==> src/sv/lbps_pkg.sv <==
// Shared types and codes for the LED blink pattern sequencer.
// No dependencies; imported by every module of the block but lbps_ms2tick.
package lbps_pkg;

    // Command codes carried in the mode field
    localparam logic [3:0] MODE_TICK         = 4'd0;
    localparam logic [3:0] MODE_ON           = 4'd1;
    localparam logic [3:0] MODE_OFF          = 4'd2;
    localparam logic [3:0] MODE_TOGGLE       = 4'd3;
    localparam logic [3:0] MODE_ON_TIME      = 4'd4;
    localparam logic [3:0] MODE_BLINK        = 4'd5;
    localparam logic [3:0] MODE_REPEAT       = 4'd6;
    localparam logic [3:0] MODE_ENDLESS      = 4'd7;
    localparam logic [3:0] MODE_STOP_ENDLESS = 4'd8;
    localparam logic [3:0] MODE_STOP_LED     = 4'd9;
    localparam logic [3:0] MODE_STOP_ALL     = 4'd10;

    // Result status codes
    localparam logic [1:0] ST_OK     = 2'd0;
    localparam logic [1:0] ST_NO_LED = 2'd1;
    localparam logic [1:0] ST_PERIOD = 2'd2;
    localparam logic [1:0] ST_SPEED  = 2'd3;

    // Bit positions in the per-LED process flags
    localparam int F_ON    = 0;
    localparam int F_BLINK = 1;
    localparam int F_REP   = 2;
    localparam int F_INF   = 3;

    typedef struct packed {
        logic [3:0]  mode;
        logic [1:0]  led_index;
        logic [15:0] on_ms;
        logic [15:0] blink_period_ms;
        logic [7:0]  blink_count;
        logic [15:0] repeat_period_ms;
        logic [7:0]  repeat_count;
        logic [7:0]  toggle_ticks;
    } in_item_t;

    typedef struct packed {
        logic [2:0] led_levels;
        logic [1:0] status;
    } out_item_t;

    // Command after period conversion
    typedef struct packed {
        in_item_t    item;
        logic [15:0] on_q;
        logic [15:0] bper_q;
        logic [15:0] rper_q;
    } work_t;

    // Update strobe and command check result, broadcast to every LED
    typedef struct packed {
        logic go;
        logic cmd_ok;
    } led_ctl_t;

endpackage

==> src/sv/lbps_ms2tick.sv <==
// Millisecond to tick conversion: 16-bit value divided by TICK_MS.
// Reciprocal multiply, exact for every 16-bit input. No dependencies.
module lbps_ms2tick #(
    parameter int TICK_MS = 1
) (
    input  logic [15:0] ms,
    output logic [15:0] ticks
);
    localparam int SHIFT = 16 + $clog2(TICK_MS);
    localparam logic [16:0] RECIP = 17'(((64'd1 << SHIFT) / TICK_MS) + 64'd1);

    logic [47:0] prod;

    assign prod  = 48'(ms) * 48'(RECIP);
    assign ticks = prod[SHIFT +: 16];

endmodule

==> src/sv/lbps_led.sv <==
// Per-LED pattern state: on-time, blink, repetition and endless toggle processes.
// Depends on lbps_pkg.
module lbps_led #(
    parameter int IDX = 0
) (
    input  logic             aclk,
    input  logic             aresetn,
    input  lbps_pkg::led_ctl_t ctl,
    input  lbps_pkg::work_t  work,
    output logic             lit_next
);
    import lbps_pkg::*;

    typedef struct packed {
        logic        lit;
        logic [3:0]  flags;
        logic [15:0] on_ms;
        logic [15:0] on_q;
        logic [15:0] on_limit;
        logic [15:0] on_cnt;
        logic [15:0] bper;
        logic [15:0] bper_q;
        logic [7:0]  bcount;
        logic [15:0] blimit;
        logic [15:0] btick;
        logic [7:0]  bdone;
        logic [7:0]  rcount;
        logic [15:0] rlimit;
        logic [15:0] rtick;
        logic [7:0]  rdone;
        logic [7:0]  tlimit;
        logic [7:0]  ttick;
    } led_st_t;

    led_st_t st_reg, st_next;
    logic    target;

    assign target   = (int'(work.item.led_index) == IDX);
    assign lit_next = st_next.lit;

    always_comb begin
        led_st_t s;
        s = st_reg;
        if (ctl.go) begin
            if (work.item.mode == MODE_TICK) begin
                // endless toggle
                if (s.flags[F_INF]) begin
                    if (s.ttick == 8'd0) begin
                        s.lit = ~s.lit;
                    end else if (s.ttick == s.tlimit) begin
                        s.ttick = 8'd0;
                        s.lit   = ~s.lit;
                    end
                    s.ttick = s.ttick + 8'd1;
                end
                // repetition: restarts the blink process, skipped if checks fail
                if (s.flags[F_REP]) begin
                    if (s.rtick == 16'd0) begin
                        if (!(s.on_ms > s.bper) && s.bper_q != 16'd0) begin
                            s.bdone          = 8'd0;
                            s.blimit         = s.bper_q;
                            s.btick          = 16'd0;
                            s.flags[F_BLINK] = 1'b1;
                        end
                    end else if (s.rtick == s.rlimit) begin
                        s.rtick = 16'd0;
                        s.rdone = s.rdone + 8'd1;
                        if (s.rdone == s.rcount) begin
                            s.flags[F_REP] = 1'b0;
                        end else if (!(s.on_ms > s.bper) && s.bper_q != 16'd0) begin
                            s.bdone          = 8'd0;
                            s.blimit         = s.bper_q;
                            s.btick          = 16'd0;
                            s.flags[F_BLINK] = 1'b1;
                        end
                    end
                    s.rtick = s.rtick + 16'd1;
                end
                // blink: restarts the on-time process
                if (s.flags[F_BLINK]) begin
                    if (s.btick == 16'd0) begin
                        if (s.on_q != 16'd0) begin
                            s.on_limit    = s.on_q;
                            s.on_cnt      = 16'd0;
                            s.flags[F_ON] = 1'b1;
                        end
                    end else if (s.btick == s.blimit) begin
                        s.btick = 16'd0;
                        s.bdone = s.bdone + 8'd1;
                        if (s.bdone == s.bcount) begin
                            s.flags[F_BLINK] = 1'b0;
                        end else if (s.on_q != 16'd0) begin
                            s.on_limit    = s.on_q;
                            s.on_cnt      = 16'd0;
                            s.flags[F_ON] = 1'b1;
                        end
                    end
                    s.btick = s.btick + 16'd1;
                end
                // one-shot on-time
                if (s.flags[F_ON]) begin
                    if (s.on_cnt == 16'd0) begin
                        s.lit = 1'b1;
                    end
                    if (s.on_cnt == s.on_limit) begin
                        s.flags[F_ON] = 1'b0;
                        s.on_cnt      = 16'd0;
                        s.lit         = 1'b0;
                    end
                    s.on_cnt = s.on_cnt + 16'd1;
                end
            end else if (work.item.mode == MODE_STOP_ALL) begin
                s = '0;
            end else if (ctl.cmd_ok && target) begin
                unique case (work.item.mode)
                    MODE_ON: begin
                        s.lit = 1'b1;
                    end
                    MODE_OFF: begin
                        s.lit = 1'b0;
                    end
                    MODE_TOGGLE: begin
                        s.lit = ~s.lit;
                    end
                    MODE_ON_TIME: begin
                        s.on_ms       = work.item.on_ms;
                        s.on_q        = work.on_q;
                        s.on_limit    = work.on_q;
                        s.on_cnt      = 16'd0;
                        s.flags[F_ON] = 1'b1;
                    end
                    MODE_BLINK: begin
                        s.bper           = work.item.blink_period_ms;
                        s.bper_q         = work.bper_q;
                        s.bcount         = work.item.blink_count;
                        s.bdone          = 8'd0;
                        s.blimit         = work.bper_q;
                        s.btick          = 16'd0;
                        s.on_ms          = work.item.on_ms;
                        s.on_q           = work.on_q;
                        s.flags[F_BLINK] = 1'b1;
                    end
                    MODE_REPEAT: begin
                        s.rcount       = work.item.repeat_count;
                        s.rdone        = 8'd0;
                        s.rlimit       = work.rper_q;
                        s.rtick        = 16'd0;
                        s.bper         = work.item.blink_period_ms;
                        s.bper_q       = work.bper_q;
                        s.bcount       = work.item.blink_count;
                        s.bdone        = 8'd0;
                        s.on_ms        = work.item.on_ms;
                        s.on_q         = work.on_q;
                        s.flags[F_REP] = 1'b1;
                    end
                    MODE_ENDLESS: begin
                        s.tlimit       = work.item.toggle_ticks;
                        s.ttick        = 8'd0;
                        s.flags[F_INF] = 1'b1;
                    end
                    MODE_STOP_ENDLESS: begin
                        s.flags[F_INF] = 1'b0;
                        s.tlimit       = 8'd0;
                        s.ttick        = 8'd0;
                        s.lit          = 1'b0;
                    end
                    MODE_STOP_LED: begin
                        s = '0;
                    end
                    default: begin
                    end
                endcase
            end
        end
        st_next = s;
    end

    always_ff @(posedge aclk) begin
        if (!aresetn) begin
            st_reg <= '0;
        end else begin
            st_reg <= st_next;
        end
    end

endmodule

==> src/sv/led_blink_pattern_sequencer.sv <==
// Top level of the LED blink pattern sequencer: input register, period
// conversion stage, per-LED update and result register. Uses lbps_pkg,
// lbps_ms2tick and lbps_led.
//
//  Channel  Ports                      Carries
//  input    s_valid s_ready s_data     one command or tick (in_item_t)
//  result   m_valid m_ready m_data     LED levels and status (out_item_t)
//
// One item per cycle sustained while m_ready keeps up; an item's result passes
// through the input register (loaded at the transfer), then the ms-to-tick
// register, then the result register.
// Each stage moves on when the stage after it is empty or moving, so input
// is still taken while a result waits, until all three stages are full.
// Reset (aresetn low, synchronous) empties the stages and turns all LEDs off.
module led_blink_pattern_sequencer #(
    parameter int TICK_MS   = 1,
    parameter int LED_COUNT = 3
) (
    input  logic                  aclk,
    input  logic                  aresetn,
    input  logic                  s_valid,
    output logic                  s_ready,
    input  lbps_pkg::in_item_t    s_data,
    output logic                  m_valid,
    input  logic                  m_ready,
    output lbps_pkg::out_item_t   m_data
);
    import lbps_pkg::*;

    logic      a_valid_reg, a_valid_next;
    in_item_t  a_item_reg, a_item_next;
    logic      b_valid_reg, b_valid_next;
    work_t     b_work_reg, b_work_next;
    logic      m_valid_reg, m_valid_next;
    out_item_t m_data_reg, m_data_next;

    logic      out_ready, b_ready, a_fire, b_fire, s_fire;
    logic [15:0] on_q, bper_q, rper_q;
    logic [1:0]  status;
    logic        idx_valid;
    led_ctl_t    ctl;
    logic [LED_COUNT-1:0] lit_all;
    logic [2:0]  levels;

    assign out_ready = !m_valid_reg || m_ready;
    assign b_fire    = b_valid_reg && out_ready;
    assign b_ready   = !b_valid_reg || out_ready;
    assign a_fire    = a_valid_reg && b_ready;
    assign s_ready   = !a_valid_reg || b_ready;
    assign s_fire    = s_valid && s_ready;

    assign m_valid = m_valid_reg;
    assign m_data  = m_data_reg;

    lbps_ms2tick #(.TICK_MS(TICK_MS)) u_on_q (
        .ms    (a_item_reg.on_ms),
        .ticks (on_q)
    );

    lbps_ms2tick #(.TICK_MS(TICK_MS)) u_bper_q (
        .ms    (a_item_reg.blink_period_ms),
        .ticks (bper_q)
    );

    lbps_ms2tick #(.TICK_MS(TICK_MS)) u_rper_q (
        .ms    (a_item_reg.repeat_period_ms),
        .ticks (rper_q)
    );

    // Command checks depend only on the item, never on LED state
    assign idx_valid = (int'(b_work_reg.item.led_index) < LED_COUNT);

    always_comb begin
        status = ST_OK;
        if (b_work_reg.item.mode == MODE_ENDLESS && b_work_reg.item.toggle_ticks == 8'd0) begin
            status = ST_SPEED;
        end else if (b_work_reg.item.mode >= MODE_ON && b_work_reg.item.mode <= MODE_STOP_LED
                     && !idx_valid) begin
            status = ST_NO_LED;
        end else begin
            case (b_work_reg.item.mode)
                MODE_ON_TIME: begin
                    if (b_work_reg.on_q == 16'd0) status = ST_PERIOD;
                end
                MODE_BLINK: begin
                    if (b_work_reg.item.on_ms > b_work_reg.item.blink_period_ms
                        || b_work_reg.bper_q == 16'd0) status = ST_PERIOD;
                end
                MODE_REPEAT: begin
                    if (b_work_reg.item.blink_period_ms > b_work_reg.item.repeat_period_ms
                        || b_work_reg.item.on_ms > b_work_reg.item.blink_period_ms
                        || b_work_reg.rper_q == 16'd0) status = ST_PERIOD;
                end
                default: begin
                end
            endcase
        end
    end

    assign ctl.go     = b_fire;
    assign ctl.cmd_ok = (status == ST_OK);

    for (genvar i = 0; i < LED_COUNT; i++) begin : g_led
        lbps_led #(.IDX(i)) u_led (
            .aclk     (aclk),
            .aresetn  (aresetn),
            .ctl      (ctl),
            .work     (b_work_reg),
            .lit_next (lit_all[i])
        );
    end

    // Only the first three LEDs are visible in the result
    for (genvar k = 0; k < 3; k++) begin : g_lvl
        if (k < LED_COUNT) begin : g_on
            assign levels[k] = lit_all[k];
        end else begin : g_off
            assign levels[k] = 1'b0;
        end
    end

    always_comb begin
        a_valid_next = a_valid_reg;
        a_item_next  = a_item_reg;
        b_valid_next = b_valid_reg;
        b_work_next  = b_work_reg;
        m_valid_next = m_valid_reg;
        m_data_next  = m_data_reg;

        if (s_fire) begin
            a_valid_next = 1'b1;
            a_item_next  = s_data;
        end else if (a_fire) begin
            a_valid_next = 1'b0;
        end

        if (a_fire) begin
            b_valid_next       = 1'b1;
            b_work_next.item   = a_item_reg;
            b_work_next.on_q   = on_q;
            b_work_next.bper_q = bper_q;
            b_work_next.rper_q = rper_q;
        end else if (b_fire) begin
            b_valid_next = 1'b0;
        end

        if (b_fire) begin
            m_valid_next           = 1'b1;
            m_data_next.led_levels = levels;
            m_data_next.status     = status;
        end else if (m_ready) begin
            m_valid_next = 1'b0;
        end
    end

    always_ff @(posedge aclk) begin
        if (!aresetn) begin
            a_valid_reg <= 1'b0;
            b_valid_reg <= 1'b0;
            m_valid_reg <= 1'b0;
        end else begin
            a_valid_reg <= a_valid_next;
            b_valid_reg <= b_valid_next;
            m_valid_reg <= m_valid_next;
        end
    end

    always_ff @(posedge aclk) begin
        a_item_reg <= a_item_next;
        b_work_reg <= b_work_next;
        m_data_reg <= m_data_next;
    end

endmodule

==> config.mk <==
export PLATFORM = sky130hd
export DESIGN_NAME = led_blink_pattern_sequencer
export DESIGN_NICKNAME = d
export VERILOG_FILES = /design/src/sv/lbps_pkg.sv /design/src/sv/lbps_ms2tick.sv /design/src/sv/lbps_led.sv /design/src/sv/led_blink_pattern_sequencer.sv
export SDC_FILE = /design/constraint.sdc
export NUM_CORES = 2
export LEC_CHECK = 0
export BUFFER_PORTS_ARGS = -buffer_cell sky130_fd_sc_hd__buf_4
export CAP_MARGIN = 10
export CORE_MARGIN = 2
export CORE_UTILIZATION = 25
export CTS_CLUSTER_SIZE = 40
export DETAILED_ROUTE_END_ITERATION = 10
export PLACE_DENSITY = 0.4
export RECOVER_POWER = 100
export SLEW_MARGIN = 10
export SYNTH_ARGS = -nofsm -noshare
export SYNTH_HDL_FRONTEND = slang
export SYNTH_HIERARCHICAL = 1
export SYNTH_SLANG_ARGS = --single-unit
==> constraint.sdc <==
create_clock -name aclk -period 12.3 [get_ports aclk]
set_input_delay 1.23 -clock aclk [delete_from_list [all_inputs] [get_ports aclk]]
set_output_delay 1.23 -clock aclk [all_outputs]
set_load 0.03 [all_outputs]
* After elaboration in Yosys (flattened, before gate mapping)
Index checks and enable logic that the tools add are counted.
** Word-level totals
- Flip-flop bits (word level) :: 851
- Bits of input ports :: 82
- Output and inout port bits :: 7
- Logic and storage cells :: 525
** Operators by class
- $lt $le $gt $ge :: 8
- $mul :: 3
- $add $sub $neg :: 18
- Equality and inequality tests :: 42
- Mux-type cells :: 257
- Reductions and logical operators :: 106
- Bitwise operators :: 4
** Operator list (number)
- 213-bit two-way mux :: 9
- 40-bit two-way mux :: 27
- 24-bit two-way mux :: 42
- 32-bit two-way mux :: 27
- 16-bit two-way mux :: 15
- 8-bit two-way mux :: 25
- 16-bit logical NOT :: 12
- 32-bit case mux with 2 select lines :: 3
- 16-bit by 1-bit adder with 16-bit output (second input constant) :: 9
- 16-bit == test :: 9
- 16-bit by 17-bit multiplier with 32-bit output (second input constant) :: 3
- 48-bit case mux with 2 select lines :: 1
- 16-bit nonzero test :: 6
- 16-bit greater-than comparator :: 5
- 40-bit case mux with 2 select lines :: 1
- 8-bit by 1-bit adder with 8-bit output (second input constant) :: 9
- 8-bit == test :: 9
- 4-bit AND reduction :: 18
- 1-bit two-way mux :: 66
- 2-bit two-way mux :: 29
- 3-bit AND reduction :: 12
- 8-bit logical NOT :: 4
- 16-bit case mux with 2 select lines :: 1
- 3-bit nonzero test :: 8
- 26 further kinds :: 88

* Depth between registers and ports, before layout
- Depth in word-level cells :: 27
- Gate-level depth with buffers :: 32
- Depth with buffers taken out :: 27

* Cells and area by module
The synthesis kept the hierarchy.
** Modules (own cells, without submodules)
- lbps_led (g_led[2].u_led) :: instances 1, area an instance 11766.3 sq um, seq. area each 4264.1 sq um, cells an instance 1585
- lbps_led (g_led[1].u_led) :: instances 1, area an instance 11733.8 sq um, seq. area each 4264.1 sq um, cells an instance 1567
- lbps_led (g_led[0].u_led) :: instances 1, area an instance 11642.4 sq um, seq. area each 4264.1 sq um, cells an instance 1574
- led_blink_pattern_sequencer :: instances 1, area an instance 7449.6 sq um, seq. area each 6336.1 sq um, cells an instance 371
- lbps_ms2tick :: instances 3, area an instance 120.1 sq um, seq. area each 0.0 sq um, cells an instance 16

* Least setup slack after synthesis
Ideal clock, no wire load.
- Path type :: input to register
- Start :: input port m_ready
- End :: register b_work_reg[0] (netlist bit) (enable)
- Slack :: 1068 ps
- Stages :: 2
- Buffers on the path :: 0
- Arrival :: 10428 ps
- Required time :: 11496 ps
- Path through :: nor2b_1 > a21boi_0
** On the way
- Cells in the longest elaborated chain, start to end :: 3
** RTL lines
- start, declared :: RTL line led_blink_pattern_sequencer.sv:25 : input logic m_ready,
- 1-bit logical OR :: RTL line led_blink_pattern_sequencer.sv:45 : assign out_ready = !m_valid_reg || m_ready;
- 1-bit logical OR :: RTL line led_blink_pattern_sequencer.sv:47 : assign b_ready = !b_valid_reg || out_ready;
- 1-bit logical AND :: RTL line led_blink_pattern_sequencer.sv:48 : assign a_fire = a_valid_reg && b_ready;
- net a_fire :: RTL line led_blink_pattern_sequencer.sv:37 : logic out_ready, b_ready, a_fire, b_fire, s_fire;
- end signal, assigned :: RTL line led_blink_pattern_sequencer.sv:170 : b_work_reg <= b_work_next;
- end, declared :: RTL line led_blink_pattern_sequencer.sv:33 : work_t b_work_reg, b_work_next;
The timed path passes the listed nets, and every way through them passes these cells.
A chain may end at the register's enable or synchronous reset.

* Worst setup path after layout
- Start :: register g_led[2].u_led/st_reg[16] (netlist bit)
- End :: register g_led[2].u_led/st_reg[158] (netlist bit)
** On the way
- Cells in the longest elaborated chain, start to end :: 24
- Elaborated cells on any way between the ends :: 38
** RTL lines
- start, declared :: RTL line lbps_led.sv:35 : led_st_t st_reg, st_next;
- start signal, assigned :: RTL line lbps_led.sv:182 : st_reg <= st_next;
- 8-bit by 1-bit adder with 8-bit output (*) :: RTL line lbps_led.sv:67 : s.rdone = s.rdone + 8'd1;
- 8-bit == test (*) :: RTL line lbps_led.sv:68 : if (s.rdone == s.rcount) begin
- 40-bit two-way mux :: RTL line lbps_led.sv:68
- 40-bit two-way mux :: RTL line lbps_led.sv:65 : end else if (s.rtick == s.rlimit) begin
- 40-bit two-way mux :: RTL line lbps_led.sv:58 : if (s.rtick == 16'd0) begin
- 40-bit two-way mux :: RTL line lbps_led.sv:57 : if (s.flags[F_REP]) begin
- 40-bit two-way mux :: RTL line lbps_led.sv:45 : if (work.item.mode == MODE_TICK) begin
- 40-bit two-way mux :: RTL line lbps_led.sv:44 : if (ctl.go) begin
- [... 8 more ...]
- 16-bit == test :: RTL line lbps_led.sv:105 : if (s.on_cnt == s.on_limit) begin
- 16-bit two-way mux :: RTL line lbps_led.sv:105
- 16-bit two-way mux :: RTL line lbps_led.sv:101 : if (s.flags[F_ON]) begin
- 16-bit two-way mux :: RTL line lbps_led.sv:45
- 16-bit two-way mux :: RTL line lbps_led.sv:44
- 16-bit by 1-bit adder with 16-bit output :: RTL line lbps_led.sv:110 : s.on_cnt = s.on_cnt + 16'd1;
- 16-bit two-way mux (*) :: RTL line lbps_led.sv:101
- 32-bit two-way mux (*) :: RTL line lbps_led.sv:45
Every way passes the cells marked *; elsewhere a longest branch is shown, timed or not. The select of a mux whose other input is x is not followed.

==> run_results.csv <==
group,metric,value,unit
status,status,"finished, violations left",
status,violations,"capacitance limit, slew limit",
final_layout,post_layout_nonfiller_instances,7344,
global_route,grt_usage,17.5,%
cts,post_cts_resized,0,
global_route,grt_max_degree,100,
critical_path,required,12.95,ns
power,leakage,16.6,nW
worst_hold_path,hp-class,"flop to flop",
synthesis,yosysMostFrequentCell,"a21oi_1",
synthesis,ys_types,111,
critical_path,arrival,10.12,ns
sta,finalHoldViolCount,0,
critical_path,cp_max_fo,46,
cts,cts_hold_buf,0,
synthesis,synth_area_leaders,"dfxtp_1 (30%), edfxtp_1 (15%), a21oi_1 (7.7%), nand2_1 (5.3%), nand3_1 (4.9%)",
sta,fmax,106,MHz
final_layout,syn_to_final_growth,12.9,%
synthesis,synth_enable_flop_cells,209,
cts,tritoncts.num_buffers,103,
sta,rsz0062_at_grt,"false",
power,irDropWorstVdd,0.102,mV
cts,postCtsSetupBuffers,0,
cts,cts.clk_slew.worst_paths,0.06,ns
cts,cts_buffer_depth,3,
synthesis,yosys.area.top_type,"dfxtp_1",
critical_path,reg2reg_to,"g_led[2].u_led/st_reg[158]",
sta,setup_viol,0,
die,dieArea,0.175,mm²
critical_path,critPathLaunchType,"flop",
route,wl_per_cell,21.4,µm
route,drcViolationCount,0,
synthesis,syn_area_per_cell,8.35,µm²
synthesis,netlist_instances,5145,
final_layout,fin_nets,5203,
cts,clock_latency,0.75,ns
final_layout,n_antenna_cell,0,
critical_path,r2r_cells,25,
synthesis,synth-main-ff-cell,"dfxtp_1",
sta,fin_skew,0.0577,ns
synthesis,synth_common_cells,"a21oi_1 (663), dfxtp_1 (642), nand2_1 (606)",
sta,min_period_over_period,77.1,%
die,start_util,25.1,%
synthesis,yosysSeqAreaShare,44.5,%
job,cap_viol_max_count,28,
synthesis,ys_warn_count,6,
cts,cts-root-buf,"clkbuf_16",
route,routed_wl,157,mm
cts,clock_sinks,851,
die,rows,152,
synthesis,syn_area,0.0430,mm²
synthesis,synth_fp_nets,5325,
critical_path,end_kind,"flop",
placed_design,gp_congestion,0.820,
critical_path,crit_type,"flop to flop",
placed_design,place_inst,7151,
synthesis,synth.top_cell.area_share,29.9,%
global_route,grt_pass1_wl,237,mm
final_layout,layout-drive-gt1-share,6.57,%
sta,relSlewSlack,-163,%
synthesis,async_flop_share,0,%
final_layout,largest_reg_flops,639,
cts,htreeDepth,3,
placed_design,io_buffers,88,
critical_path,crit_end,"g_led[2].u_led/st_reg[158]",
final_layout,final_util,28.3,%
global_route,grt_pass1_vias,36000,
die,ios,89,
route,dr_total_vias,37900,
die,die_w,419,µm
global_route,antenna_found_initial,6,
placed_design,dp.final_hpwl,108,mm
power,p_per_area,132,mW/mm²
route,vias_per_cell,5.15,
sta,finalCriticalPeriod,9.48,ns
sta,worstMarginPinSlew,3.94,ns
critical_path,crit_start,"g_led[2].u_led/st_reg[16]",
route,firstDrtPassIters,6,
critical_path,r2r-start,"g_led[2].u_led/st_reg[16]",
synthesis,ys_ff_latch,851,
sta,drv_slew,1098,
route,drt_iter0_markers,2940,
route,detail-route-antenna-nets,0,
sta,fin_tns_setup,0,ns
die,die_h,419,µm
critical_path,r2r_setup_slack,2.82,ns
global_route,grt-ovfl-total,0,
die,fp.coreArea,0.171,mm²
cts,cts_tree,"done",
-- per-layer routing --
| layer | GRT usage, % | part of all wire (%) | up-vias |
|---|---|---|---|
| met5 | 0 | 0 | - |
| met4 | 4.49 | 2.0 | 0 |
| met3 | 2.10 | 4.4 | 157 |
| met2 | 29.1 | 47 | 851 |
| met1 | 24.0 | 46 | 18500 |
| li1 | - | - | 18400 |
-- report_power, final --
part / total (mW) / leakage [nW] / internal, mW / switching, mW
registers: 3.01 / 7.16 / 2.93 / 0.0856
logic: 0.247 / 7.74 / 0.0641 / 0.183
clock network: 3.16 / 1.67 / 1.83 / 1.33
-- cell families after synthesis --
group,share of synthesized area [%]
buffers and inverters,5.22
DFF,44.5
adders and majority gates,2.85
AOI/OAI and AO/OA,18.8
and+or+nand+nor,23.2
xor gates and xnor gates,4.61
muxes,0.734
-- worst max-delay path, cell delays in order, from the launching register on --
cell and delay [ns]:
dfxtp_1 0.43, ha_1 0.33, nand3_1 0.25, o21ai_0 0.22, a31oi_1 0.10, nor4_1 0.82
a311o_2 0.31, buf_4 0.42, and2_0 0.23, ha_1 0.31, nand2_1 0.10, xor2_1 0.22
or2_2 0.16, mux2i_1 0.07, a2111o_1 0.54, o21a_1 0.24, o211ai_1 2.01, o31a_1 1.00
and2_1 0.23, ha_1 0.21, and3_1 0.24, and4_1 0.20, nand3_1 0.13, nor3_1 0.31
a32oi_1 0.13, a21oi_1 0.18
-- area by class of cell --
type | count | area (µm²)
multi-input cells | 3762 | 21600
clock inverters | 55 | 592
repair buffers | 155 | 961
inverters | 150 | 578
well taps | 2233 | 2790
clock buffers | 138 | 2860
fillers | 18400 | 123000
flip-flops and latches | 851 | 19100
-- worst min path at each step --
stage                              start               to  slack, ns  depth (start not counted)
final                     a_item_reg[77]  b_work_reg[125]       0.42                          0
after global placement     a_item_reg[5]   b_work_reg[53]       0.40                          0
after CTS                 a_item_reg[77]  b_work_reg[125]       0.42                          0
after detailed placement  a_item_reg[77]  b_work_reg[125]       0.40                          0
after floorplan           a_item_reg[72]  b_work_reg[120]       0.40                          0
after global routing       a_item_reg[5]   b_work_reg[53]       0.42                          0
-- through the flow --
stage / cell area [µm²] / power, mW / worst slack (ns) / hold slack (ns)
after floorplan: 43000 / 3.19 / 1.07 / 0.400
after global placement: 45400 / 3.33 / 4.44 / 0.402
after detailed placement: 45400 / 3.33 / 4.28 / 0.405
after CTS: 48800 / 6.53 / 4.28 / 0.419
after global routing: 48500 / 6.66 / 1.99 / 0.424
final: 48500 / 6.42 / 2.82 / 0.418
-- cell usage in the layout (no fill, tap or decap), types with 20 or more instances in the layout --
| cell type | count |
|---|---|
| and3_1 | 58 |
| clkinv_2 | 20 |
| a32oi_1 | 29 |
| nor3_1 | 105 |
| ha_1 | 98 |
| nor2_1 | 405 |
| o21a_1 | 21 |
| a22oi_1 | 50 |
| buf_4 | 40 |
| o22ai_1 | 65 |
| a31oi_1 | 55 |
| edfxtp_1 | 209 |
| nand2b_1 | 25 |
| xor2_1 | 138 |
| a21oi_1 | 663 |
| nand4_1 | 110 |
| dfxtp_1 | 642 |
| clkbuf_4 | 61 |
| nand2_1 | 606 |
| a211oi_1 | 31 |
| and2_1 | 41 |
| nor4_1 | 128 |
| xnor2_1 | 86 |
| inv_1 | 146 |
| clkbuf_1 | 74 |
| nor2b_1 | 31 |
| or3_1 | 26 |
| o21ai_0 | 211 |
| clkbuf_16 | 103 |
| nand3_1 | 425 |
Note: power is estimated with default switching activity, not from simulation.
